## config.mk

```make
export PLATFORM = sky130hd
export DESIGN_NAME = oled_command_sequencer
export DESIGN_NICKNAME = d
export VERILOG_FILES = /design/src/rtl/core/ocs_pkg.sv /design/src/rtl/core/ocs_ctrl.sv /design/src/rtl/core/ocs_datapath.sv /design/src/rtl/core/oled_command_sequencer.sv
export SDC_FILE = /design/constraint.sdc
export NUM_CORES = 1
export LEC_CHECK = 0
export ABC_AREA = 0
export BUFFER_PORTS_ARGS = -buffer_cell sky130_fd_sc_hd__buf_2
export CORE_ASPECT_RATIO = 0.5
export CORE_MARGIN = 3
export CORE_UTILIZATION = 40
export CTS_CLUSTER_DIAMETER = 80
export DETAILED_ROUTE_END_ITERATION = 10
export PLACE_DENSITY = 0.59
export SYNTH_ARGS = -nofsm -noshare
export SYNTH_HDL_FRONTEND = slang
export SYNTH_SLANG_ARGS = --single-unit
```

## constraint.sdc

```tcl
create_clock -name clock -period 5.55 [get_ports clock]
set_input_delay 0.555 -clock clock [delete_from_list [all_inputs] [get_ports clock]]
set_output_delay 0.555 -clock clock [all_outputs]
set_load 0.03 [all_outputs]
```

## src/rtl/core/ocs_pkg.sv

```systemverilog
package ocs_pkg;

   localparam int ModeWidth  = 4;
   localparam int ByteWidth  = 8;
   localparam int IndexWidth = 5;
   localparam int InitLen    = 25;

   localparam logic [ModeWidth-1:0] MODE_WRITE    = 4'd0;
   localparam logic [ModeWidth-1:0] MODE_CMDLVL   = 4'd1;
   localparam logic [ModeWidth-1:0] MODE_DATALVL  = 4'd2;
   localparam logic [ModeWidth-1:0] MODE_SLEEP    = 4'd3;
   localparam logic [ModeWidth-1:0] MODE_WAKE     = 4'd4;
   localparam logic [ModeWidth-1:0] MODE_INIT     = 4'd5;
   localparam logic [ModeWidth-1:0] MODE_CONTRAST = 4'd6;
   localparam logic [ModeWidth-1:0] MODE_HFLIP    = 4'd7;
   localparam logic [ModeWidth-1:0] MODE_VFLIP    = 4'd8;
   localparam logic [ModeWidth-1:0] MODE_INVERT   = 4'd9;
   localparam logic [ModeWidth-1:0] MODE_HSCROLL  = 4'd10;
   localparam logic [ModeWidth-1:0] MODE_DIAG     = 4'd11;
   localparam logic [ModeWidth-1:0] MODE_STOP     = 4'd12;
   localparam logic [ModeWidth-1:0] MODE_ADDRMODE = 4'd13;
   localparam logic [ModeWidth-1:0] MODE_COLS     = 4'd14;
   localparam logic [ModeWidth-1:0] MODE_PAGES    = 4'd15;

   localparam logic [7:0] CMD_DISPLAY_OFF   = 8'hAE;
   localparam logic [7:0] CMD_DISPLAY_ON    = 8'hAF;
   localparam logic [7:0] CMD_CONTRAST      = 8'h81;
   localparam logic [7:0] CMD_SCROLL_OFF    = 8'h2E;
   localparam logic [7:0] CMD_SCROLL_ON     = 8'h2F;
   localparam logic [7:0] CMD_VSCROLL_AREA  = 8'hA3;
   localparam logic [7:0] CMD_DIAG_RIGHT    = 8'h29;
   localparam logic [7:0] CMD_DIAG_LEFT     = 8'h2A;
   localparam logic [7:0] CMD_HSCROLL_RIGHT = 8'h26;
   localparam logic [7:0] CMD_HSCROLL_LEFT  = 8'h27;
   localparam logic [7:0] CMD_ADDR_MODE     = 8'h20;
   localparam logic [7:0] CMD_COL_ADDR      = 8'h21;
   localparam logic [7:0] CMD_PAGE_ADDR     = 8'h22;
   localparam logic [7:0] CMD_SEG_NORMAL    = 8'hA0;
   localparam logic [7:0] CMD_SEG_REMAP     = 8'hA1;
   localparam logic [7:0] CMD_COM_NORMAL    = 8'hC0;
   localparam logic [7:0] CMD_COM_REMAP     = 8'hC8;
   localparam logic [7:0] CMD_NORMAL_VIDEO  = 8'hA6;
   localparam logic [7:0] CMD_INVERT_VIDEO  = 8'hA7;
   localparam logic [7:0] CMD_VSCROLL_ROWS  = 8'h40;
   localparam logic [7:0] CMD_FILL_ZERO     = 8'h00;
   localparam logic [7:0] CMD_FILL_ONES     = 8'hFF;

   localparam logic [7:0] PAGE_MAX   = 8'd7;
   localparam logic [7:0] COLUMN_MAX = 8'd127;
   localparam logic [7:0] SPEED_MAX  = 8'd7;
   localparam logic [7:0] VOFF_MAX   = 8'd63;
   localparam logic [7:0] ADDR_MAX   = 8'd2;

   localparam logic [7:0] INIT_SEQ [InitLen] = '{
      8'hAE, 8'hD5, 8'h80, 8'hA8, 8'h3F, 8'hD3, 8'h00, 8'h40, 8'h8D, 8'h14,
      8'h20, 8'h00, 8'hA1, 8'hC8, 8'hDA, 8'h12, 8'h81, 8'h7F, 8'hD9, 8'hF1,
      8'hDB, 8'h40, 8'hA4, 8'hA6, 8'hAF
   };

   typedef struct packed {
      logic [ModeWidth-1:0] mode;
      logic [ByteWidth-1:0] value;
      logic                 direction;
      logic [ByteWidth-1:0] range_start;
      logic [ByteWidth-1:0] range_end;
      logic [ByteWidth-1:0] speed;
      logic [ByteWidth-1:0] row_offset;
      logic                 last_in;
   } req_type;

   typedef struct packed {
      logic [ByteWidth-1:0] data;
      logic                 fend;
   } seq_byte_type;

   typedef struct packed {
      logic load;
      logic emit;
   } ocs_cmd_type;

   typedef struct packed {
      logic done;
      logic out_free;
   } ocs_stat_type;

   function automatic logic pages_bad(input logic [7:0] rs, input logic [7:0] re);
      return (rs > PAGE_MAX) || (re > PAGE_MAX) || (re < rs);
   endfunction

   function automatic logic check_bad(input req_type r);
      logic bad;
      bad = 1'b0;
      case (r.mode)
         MODE_HSCROLL:  bad = pages_bad(r.range_start, r.range_end) || (r.speed > SPEED_MAX);
         MODE_DIAG:     bad = pages_bad(r.range_start, r.range_end) || (r.speed > SPEED_MAX)
                              || (r.row_offset == 8'd0) || (r.row_offset > VOFF_MAX);
         MODE_ADDRMODE: bad = r.value > ADDR_MAX;
         MODE_COLS:     bad = (r.range_start > COLUMN_MAX) || (r.range_end > COLUMN_MAX)
                              || (r.range_end < r.range_start);
         MODE_PAGES:    bad = pages_bad(r.range_start, r.range_end);
         default:       bad = 1'b0;
      endcase
      return bad;
   endfunction

   function automatic logic [IndexWidth-1:0] seq_len(input logic [ModeWidth-1:0] mode,
                                                     input logic bad);
      logic [IndexWidth-1:0] n;
      case (mode)
         MODE_CMDLVL, MODE_DATALVL:       n = 5'd0;
         MODE_INIT:                       n = IndexWidth'(InitLen);
         MODE_CONTRAST, MODE_ADDRMODE:    n = 5'd2;
         MODE_HSCROLL:                    n = 5'd9;
         MODE_DIAG:                       n = 5'd11;
         MODE_COLS, MODE_PAGES:           n = 5'd3;
         default:                         n = 5'd1;
      endcase
      if (bad) begin
         n = 5'd1;
      end
      return n;
   endfunction

   function automatic seq_byte_type seq_byte(input req_type r,
                                             input logic [IndexWidth-1:0] idx);
      seq_byte_type s;
      s.data = CMD_FILL_ZERO;
      s.fend = 1'b0;
      case (r.mode)
         MODE_SLEEP: begin
            s.data = CMD_DISPLAY_OFF;
            s.fend = 1'b1;
         end
         MODE_WAKE: begin
            s.data = CMD_DISPLAY_ON;
            s.fend = 1'b1;
         end
         MODE_INIT: begin
            if (idx < IndexWidth'(InitLen)) begin
               s.data = INIT_SEQ[idx];
            end
            s.fend = (idx == IndexWidth'(InitLen - 1));
         end
         MODE_CONTRAST: begin
            s.data = (idx == 5'd0) ? CMD_CONTRAST : r.value;
            s.fend = (idx == 5'd1);
         end
         MODE_HFLIP: begin
            s.data = (r.value != 8'd0) ? CMD_SEG_REMAP : CMD_SEG_NORMAL;
            s.fend = 1'b1;
         end
         MODE_VFLIP: begin
            s.data = (r.value != 8'd0) ? CMD_COM_REMAP : CMD_COM_NORMAL;
            s.fend = 1'b1;
         end
         MODE_INVERT: begin
            s.data = (r.value != 8'd0) ? CMD_INVERT_VIDEO : CMD_NORMAL_VIDEO;
            s.fend = 1'b1;
         end
         MODE_HSCROLL: begin
            case (idx)
               5'd0:    s.data = CMD_SCROLL_OFF;
               5'd1:    s.data = r.direction ? CMD_HSCROLL_LEFT : CMD_HSCROLL_RIGHT;
               5'd3:    s.data = r.range_start;
               5'd4:    s.data = r.speed;
               5'd5:    s.data = r.range_end;
               5'd7:    s.data = CMD_FILL_ONES;
               5'd8:    s.data = CMD_SCROLL_ON;
               default: s.data = CMD_FILL_ZERO;
            endcase
            s.fend = (idx == 5'd0) || (idx == 5'd8);
         end
         MODE_DIAG: begin
            case (idx)
               5'd0:    s.data = CMD_SCROLL_OFF;
               5'd1:    s.data = CMD_VSCROLL_AREA;
               5'd3:    s.data = CMD_VSCROLL_ROWS;
               5'd4:    s.data = r.direction ? CMD_DIAG_LEFT : CMD_DIAG_RIGHT;
               5'd6:    s.data = r.range_start;
               5'd7:    s.data = r.speed;
               5'd8:    s.data = r.range_end;
               5'd9:    s.data = r.row_offset;
               5'd10:   s.data = CMD_SCROLL_ON;
               default: s.data = CMD_FILL_ZERO;
            endcase
            s.fend = (idx == 5'd0) || (idx == 5'd3) || (idx == 5'd10);
         end
         MODE_STOP: begin
            s.data = CMD_SCROLL_OFF;
            s.fend = 1'b1;
         end
         MODE_ADDRMODE: begin
            s.data = (idx == 5'd0) ? CMD_ADDR_MODE : r.value;
            s.fend = (idx == 5'd1);
         end
         MODE_COLS, MODE_PAGES: begin
            case (idx)
               5'd0:    s.data = (r.mode == MODE_COLS) ? CMD_COL_ADDR : CMD_PAGE_ADDR;
               5'd1:    s.data = r.range_start;
               default: s.data = r.range_end;
            endcase
            s.fend = (idx == 5'd2);
         end
         default: begin
            s.data = CMD_FILL_ZERO;
            s.fend = 1'b0;
         end
      endcase
      return s;
   endfunction

endpackage

```

## src/rtl/core/ocs_ctrl.sv

```systemverilog
module ocs_ctrl
   import ocs_pkg::*;
(
   input  logic         clock,
   input  logic         reset,
   input  logic         req_valid,
   output logic         req_ready,
   input  ocs_stat_type stat,
   output ocs_cmd_type  cmd
);

   localparam logic ST_IDLE = 1'b0;
   localparam logic ST_RUN  = 1'b1;

   logic state_ff;
   logic state_in;

   always_comb begin
      state_in = state_ff;
      case (state_ff)
         ST_IDLE: if (req_valid) state_in = ST_RUN;
         ST_RUN:  if (stat.done) state_in = ST_IDLE;
         default: state_in = ST_IDLE;
      endcase
   end

   assign req_ready = (state_ff == ST_IDLE);
   assign cmd.load  = req_ready && req_valid;
   assign cmd.emit  = (state_ff == ST_RUN) && !stat.done && stat.out_free;

   always_ff @(posedge clock) begin
      if (reset) begin
         state_ff <= ST_IDLE;
      end else begin
         state_ff <= state_in;
      end
   end

endmodule

```

## src/rtl/core/ocs_datapath.sv

```systemverilog
module ocs_datapath
   import ocs_pkg::*;
(
   input  logic                 clock,
   input  logic                 reset,
   input  req_type              req,
   input  ocs_cmd_type          cmd,
   output ocs_stat_type         stat,
   output logic                 rsp_valid,
   input  logic                 rsp_ready,
   output logic [ByteWidth-1:0] rsp_byte,
   output logic                 rsp_byte_valid,
   output logic                 rsp_dc_level,
   output logic                 rsp_frame_end,
   output logic                 rsp_status,
   output logic                 rsp_last
);

   req_type               req_ff;
   logic                  bad_ff;
   logic                  bad_in;
   logic                  dc_ff;
   logic [IndexWidth-1:0] idx_ff;
   logic [IndexWidth-1:0] len;
   seq_byte_type          sb;

   logic                  valid_ff;
   logic [ByteWidth-1:0]  byte_ff;
   logic                  byte_valid_ff;
   logic                  dc_out_ff;
   logic                  fend_ff;
   logic                  status_ff;
   logic                  last_ff;

   logic [ByteWidth-1:0]  byte_in;
   logic                  byte_valid_in;
   logic                  dc_out_in;
   logic                  fend_in;
   logic                  status_in;

   assign bad_in        = check_bad(req);
   assign len           = seq_len(req_ff.mode, bad_ff);
   assign sb            = seq_byte(req_ff, idx_ff);
   assign stat.done     = (idx_ff == len);
   assign stat.out_free = !valid_ff || rsp_ready;

   always_comb begin
      if (bad_ff) begin
         byte_in       = CMD_FILL_ZERO;
         byte_valid_in = 1'b0;
         dc_out_in     = dc_ff;
         fend_in       = 1'b0;
         status_in     = 1'b1;
      end else if (req_ff.mode == MODE_WRITE) begin
         byte_in       = req_ff.value;
         byte_valid_in = 1'b1;
         dc_out_in     = dc_ff;
         fend_in       = req_ff.last_in;
         status_in     = 1'b0;
      end else begin
         byte_in       = sb.data;
         byte_valid_in = 1'b1;
         dc_out_in     = 1'b0;
         fend_in       = sb.fend;
         status_in     = 1'b0;
      end
   end

   always_ff @(posedge clock) begin
      if (reset) begin
         dc_ff    <= 1'b0;
         idx_ff   <= '0;
         valid_ff <= 1'b0;
      end else begin
         if (cmd.load) begin
            idx_ff <= '0;
            if (req.mode == MODE_DATALVL) begin
               dc_ff <= 1'b1;
            end else if (req.mode != MODE_WRITE && !bad_in) begin
               dc_ff <= 1'b0;
            end
         end else if (cmd.emit) begin
            idx_ff <= idx_ff + 1'b1;
         end
         if (cmd.emit) begin
            valid_ff <= 1'b1;
         end else if (rsp_ready) begin
            valid_ff <= 1'b0;
         end
      end
   end

   always_ff @(posedge clock) begin
      if (cmd.load) begin
         req_ff <= req;
         bad_ff <= bad_in;
      end
      if (cmd.emit) begin
         byte_ff       <= byte_in;
         byte_valid_ff <= byte_valid_in;
         dc_out_ff     <= dc_out_in;
         fend_ff       <= fend_in;
         status_ff     <= status_in;
         last_ff       <= (IndexWidth'(idx_ff + 1'b1) == len);
      end
   end

   assign rsp_valid      = valid_ff;
   assign rsp_byte       = byte_ff;
   assign rsp_byte_valid = byte_valid_ff;
   assign rsp_dc_level   = dc_out_ff;
   assign rsp_frame_end  = fend_ff;
   assign rsp_status     = status_ff;
   assign rsp_last       = last_ff;

endmodule

```

## src/rtl/core/oled_command_sequencer.sv

```systemverilog
// Turns display requests into the byte stream for a monochrome OLED controller.
// One request is taken at a time; its bytes leave one per cycle through the
// output register while rsp_tready stays high. Each request is loaded, its
// results are sent, and the sequencer returns to idle; the power-on init
// gives 25 results, a level change none, and a write or any single-byte
// command one. An invalid argument gives one result with status set and
// nothing to send.
module oled_command_sequencer
   import ocs_pkg::*;
(
   input  logic        clock,
   input  logic        reset,
   input  logic        req_tvalid,
   output logic        req_tready,
   // [7:0] value, [8] direction, [16:9] range_start, [24:17] range_end,
   // [32:25] speed, [40:33] row_offset, [47:41] zero
   input  logic [47:0] req_tdata,
   // [3:0] mode
   input  logic [3:0]  req_tuser,
   input  logic        req_tlast,
   output logic        rsp_tvalid,
   input  logic        rsp_tready,
   // [7:0] out_byte, [8] frame_end, [15:9] zero
   output logic [15:0] rsp_tdata,
   // [0] byte_valid, [1] dc_level, [2] status
   output logic [2:0]  rsp_tuser,
   output logic        rsp_tlast
);

   req_type      req;
   ocs_cmd_type  cmd;
   ocs_stat_type stat;

   logic [ByteWidth-1:0] rsp_byte;
   logic                 rsp_byte_valid;
   logic                 rsp_dc_level;
   logic                 rsp_frame_end;
   logic                 rsp_status;

   assign req.mode        = req_tuser;
   assign req.value       = req_tdata[7:0];
   assign req.direction   = req_tdata[8];
   assign req.range_start = req_tdata[16:9];
   assign req.range_end   = req_tdata[24:17];
   assign req.speed       = req_tdata[32:25];
   assign req.row_offset  = req_tdata[40:33];
   assign req.last_in     = req_tlast;

   ocs_ctrl u_ctrl (
      .clock     (clock),
      .reset     (reset),
      .req_valid (req_tvalid),
      .req_ready (req_tready),
      .stat      (stat),
      .cmd       (cmd)
   );

   ocs_datapath u_datapath (
      .clock          (clock),
      .reset          (reset),
      .req            (req),
      .cmd            (cmd),
      .stat           (stat),
      .rsp_valid      (rsp_tvalid),
      .rsp_ready      (rsp_tready),
      .rsp_byte       (rsp_byte),
      .rsp_byte_valid (rsp_byte_valid),
      .rsp_dc_level   (rsp_dc_level),
      .rsp_frame_end  (rsp_frame_end),
      .rsp_status     (rsp_status),
      .rsp_last       (rsp_tlast)
   );

   assign rsp_tdata = {7'd0, rsp_frame_end, rsp_byte};
   assign rsp_tuser = {rsp_status, rsp_dc_level, rsp_byte_valid};

   a_status_alone : assert property (@(posedge clock) disable iff (reset)
      rsp_tvalid && rsp_tuser[2] |-> rsp_tlast && !rsp_tuser[0] && !rsp_tdata[8])
      else $error("invalid-argument result is not a lone status item");

   a_busy_after_load : assert property (@(posedge clock) disable iff (reset)
      req_tvalid && req_tready |=> !req_tready)
      else $error("request taken while another is in progress");

   a_data_is_sent : assert property (@(posedge clock) disable iff (reset)
      rsp_tvalid && rsp_tdata[8] |-> rsp_tuser[0] && !rsp_tuser[2])
      else $error("frame end on a byte that is not sent");

endmodule
```

==> metrics.md <==
| Metric | Value |
|---|---|
| # DRC | `0` |
| Post-synthesis mux area share | `2.220%` |
| Synth warnings | `0` |
| Hold Path Class | `in2reg` |
| Number of routed nets with antenna violations | `0` |
| IO Count | `79` |
| Largest net degree at the start of global routing | `59` |
| Most frequent cells in the layout | `buf_2 (64), edfxtp_1 (60), nand2_1 (36)` |
| Tightest Pin Transition | `0.9256 ns` |
| Worst path buffer plus inverter count | `1` |
| Hold path depth | `1` |
| GRT Util Overall | `21.71%` |
| CTS Root Cell | `clkbuf_16` |
| Clk sinks | `72` |
| Post-DP HPWL | `10.89 mm` |
| Post-synthesis area per instance | `9.628 sq um` |
| Synth Flop Type | `edfxtp_1` |
| Largest family of logic cells by synthesized area | `compound AO/OA/AOI/OAI gates` |
| CP arrival | `3.45 ns` |
| Multi-input combinational cell area | `0.002631 sq mm` |
| Slowest-stage cell, CP | `nor4b_2` |
| WL/cell | `20.84 microns` |
| Cell count after synthesis | `521` |
| Crit path capture type | `flip-flop` |
| Post-layout min period | `3.365 ns` |
| Drt total wl | `15.19 mm` |
| Leakage | `2.088 nW` |
| DRT iter0 DRCs | `613` |
| Post-synth EDFFs | `60` |
| Setup slack, reg-to-reg | `2.18 ns` |
| Syn-to-layout area delta | `13.30%` |
| Post-synthesis simple-gate area fraction | `17.51%` |
| Fraction of layout cells with a size suffix above 1 | `19.68%` |
| Initial DRT Pass Iterations | `5` |
| Ant diodes | `0` |
| Final setup fails | `0` |
| Postcts setup bufs | `0` |
| Max Freq | `0.2971 GHz` |
| Critical path cell sequence | `inv_1, ha_1, nor4b_2, a22oi_1, a21oi_1, nor4_1, a41oi_1` |
| Vias in the first global route | `3931` |
| Post-Syn Area | `0.005016 sq mm` |
| Pwr/cell area | `275.9 mW/mm^2` |
| Clock buffer depth | `2` |
| Die ar. | `0.01400 sq mm` |
| Rows | `28` |
| Post-synthesis sequential area ratio | `40.71%` |
| DIE WIDTH | `164.4 microns` |
| Worst R2R End | `u_datapath.rsp_byte[1]` |
| H-tree depth | `3` |
| Max-Cap Viols | `0` |
| Max-slew headroom | `38.29%` |
| Remaining global-route overflow | `0` |
| TNS Setup | `0 ns` |
| Compound-Gate Fraction of Synth Area | `25.22%` |
| FF+latch count, synth | `72` |
| Clk Latency, worst-skew pair | `0.34 ns` |
| TritonCTS clock tree | `built` |
| Antenna violations before repair | `0` |
| Final Hold Viols | `0` |
| Netlist cell types | `78` |
| Cell depth of the worst setup path | `7` |
| Worst Path Required | `5.64 ns` |
| Max VDD drop | `130.5 uV` |
| Area share of fa/ha/maj cells after synthesis | `4.739%` |
| Post-layout util | `47.29%` |
| Xor and xnor area share after synthesis | `2.095%` |
| Clock skew | `0.006589 ns` |
| FF/Latch Area | `0.002043 sq mm` |
| Most common cell after layout, fill and taps aside | `buf_2` |
| Biggest register | `u_datapath.req_ff` |
| Status | `completed` |
| CTS hold repair buffers | `0` |
| Critical path destination | `u_datapath.rsp_byte[1]` |
| Crit path max-delay family | `simple AND/OR/NAND/NOR gates` |
| Worst R2R Path Depth | `7` |
| Core area | `0.01202 sq mm` |
| Period Utilization, post-route | `60.64%` |
| Post-synth ARST share | `0%` |
| IO buf count | `64` |
| Max reg flops | `46` |
| Critical path type | `reg2reg` |
| Crit path largest cell delay | `0.82 ns` |
| Initial Util | `41.74%` |
| Worst-path fanout max | `17` |
| RSZ-0062 raised after global routing | `false` |
| Clk slew on worst S/H paths | `0.06 ns` |
| Post-CTS resize count | `0` |
| FILL cells | `1153` |
| Die Height | `85.19 microns` |
| Final Slew Violations | `0` |
| RePlAce Congestion | `0.9730` |
| Crit path launch | `u_datapath.idx_ff[1]` |
| RR Startpoint | `u_datapath.idx_ff[1]` |
| First-pass GRT wire length | `23.18 mm` |
| Fin nets | `635` |
| TritonCTS Buffers | `9` |
| CP startpoint kind | `flip-flop` |
| Vias | `4395` |
| Vias/cell | `6.029` |
## metal layers
metal  share of wire [%]  global-route usage, %  vias to the layer above
met5                   0                      0                        -
met4                0.74                  3.914                        0
met3                 8.3                  3.998                       13
met2                  40                  29.46                      194
met1                  51                  35.42                     2123
li1                    -                      -                     2065
## layout make-up
class	count	area share (%)
multi-input cells	378	46.30
flip-flops and latches	72	35.95
clock buffers	9	3.963
clock inverters	7	1.673
inverters	25	1.651
well taps	165	3.633
repair buffers	73	6.825
## through the flow
stage / hold WS [ns] / cell area, sq um / cells / power, mW / setup slack [ns]
finish: 0.3905 / 5683 / 729 / 1.568 / 2.185
global route: 0.3875 / 5683 / 729 / 1.631 / 1.986
CTS: 0.3837 / 5683 / 729 / 1.577 / 2.273
detailed placement: 0.5354 / 5363 / 713 / 0.9511 / 2.306
global placement: 0.5400 / 5363 / 713 / 0.9496 / 2.361
floorplan: 0.4244 / 5039 / 527 / 0.8634 / 2.157
## cells by family (layout without fill, tap and decap cells)
group                    count (synthesis)  in the layout
AO/OA/AOI/OAI                          175            175
AND/OR/NAND/NOR                        154            154
buffers and inverters                   77            114
flip-flops                              72             72
adder cells (fa/ha/maj)                 19             19
XOR/XNOR                                12             12
multiplexers                            11             11
other                                    1              7
## power by group
| group | leakage (nW) | switching [mW] | internal, mW | total [mW] |
|---|---|---|---|---|
| combinational | 1.26 | 0.164 | 0.0980 | 0.263 |
| clock | 0.156 | 0.229 | 0.394 | 0.623 |
| sequential | 0.674 | 0.0455 | 0.637 | 0.682 |
## cell usage after synthesis (12+ instances only)
master	instances	share of area, %
dfxtp_1	12	4.8
ha_1	19	4.7
buf_4	13	1.9
buf_2	15	1.5
edfxtp_1	60	36
nand2_1	36	2.7
inv_1	23	1.7
o21ai_0	30	3.0
nor2_1	26	1.9
nor2b_1	13	1.6
a21oi_1	32	3.2
clkbuf_1	18	1.3
a22oi_1	17	2.5
nor3_1	12	1.2
## worst min path at each step
stage | from | end
floorplan | u_datapath.bad_ff | u_datapath.rsp_status
global placement | u_datapath.rsp_valid | u_datapath.rsp_valid
detailed placement | u_datapath.rsp_valid | u_datapath.rsp_valid
CTS | req_tdata[8] | u_datapath.req_ff[33]
global route | req_tdata[8] | u_datapath.req_ff[33]
finish | req_tdata[8] | u_datapath.req_ff[33]
## worst reg2reg max path, cell delays in order (launching register included)
cell and delay [ns]:
dfxtp_1 0.53, inv_1 0.29, ha_1 0.59, nor4b_2 0.83, a22oi_1 0.21, a21oi_1 0.21, nor4_1 0.08, a41oi_1 0.39
No activity file was read; power rests on OpenSTA's default activity.
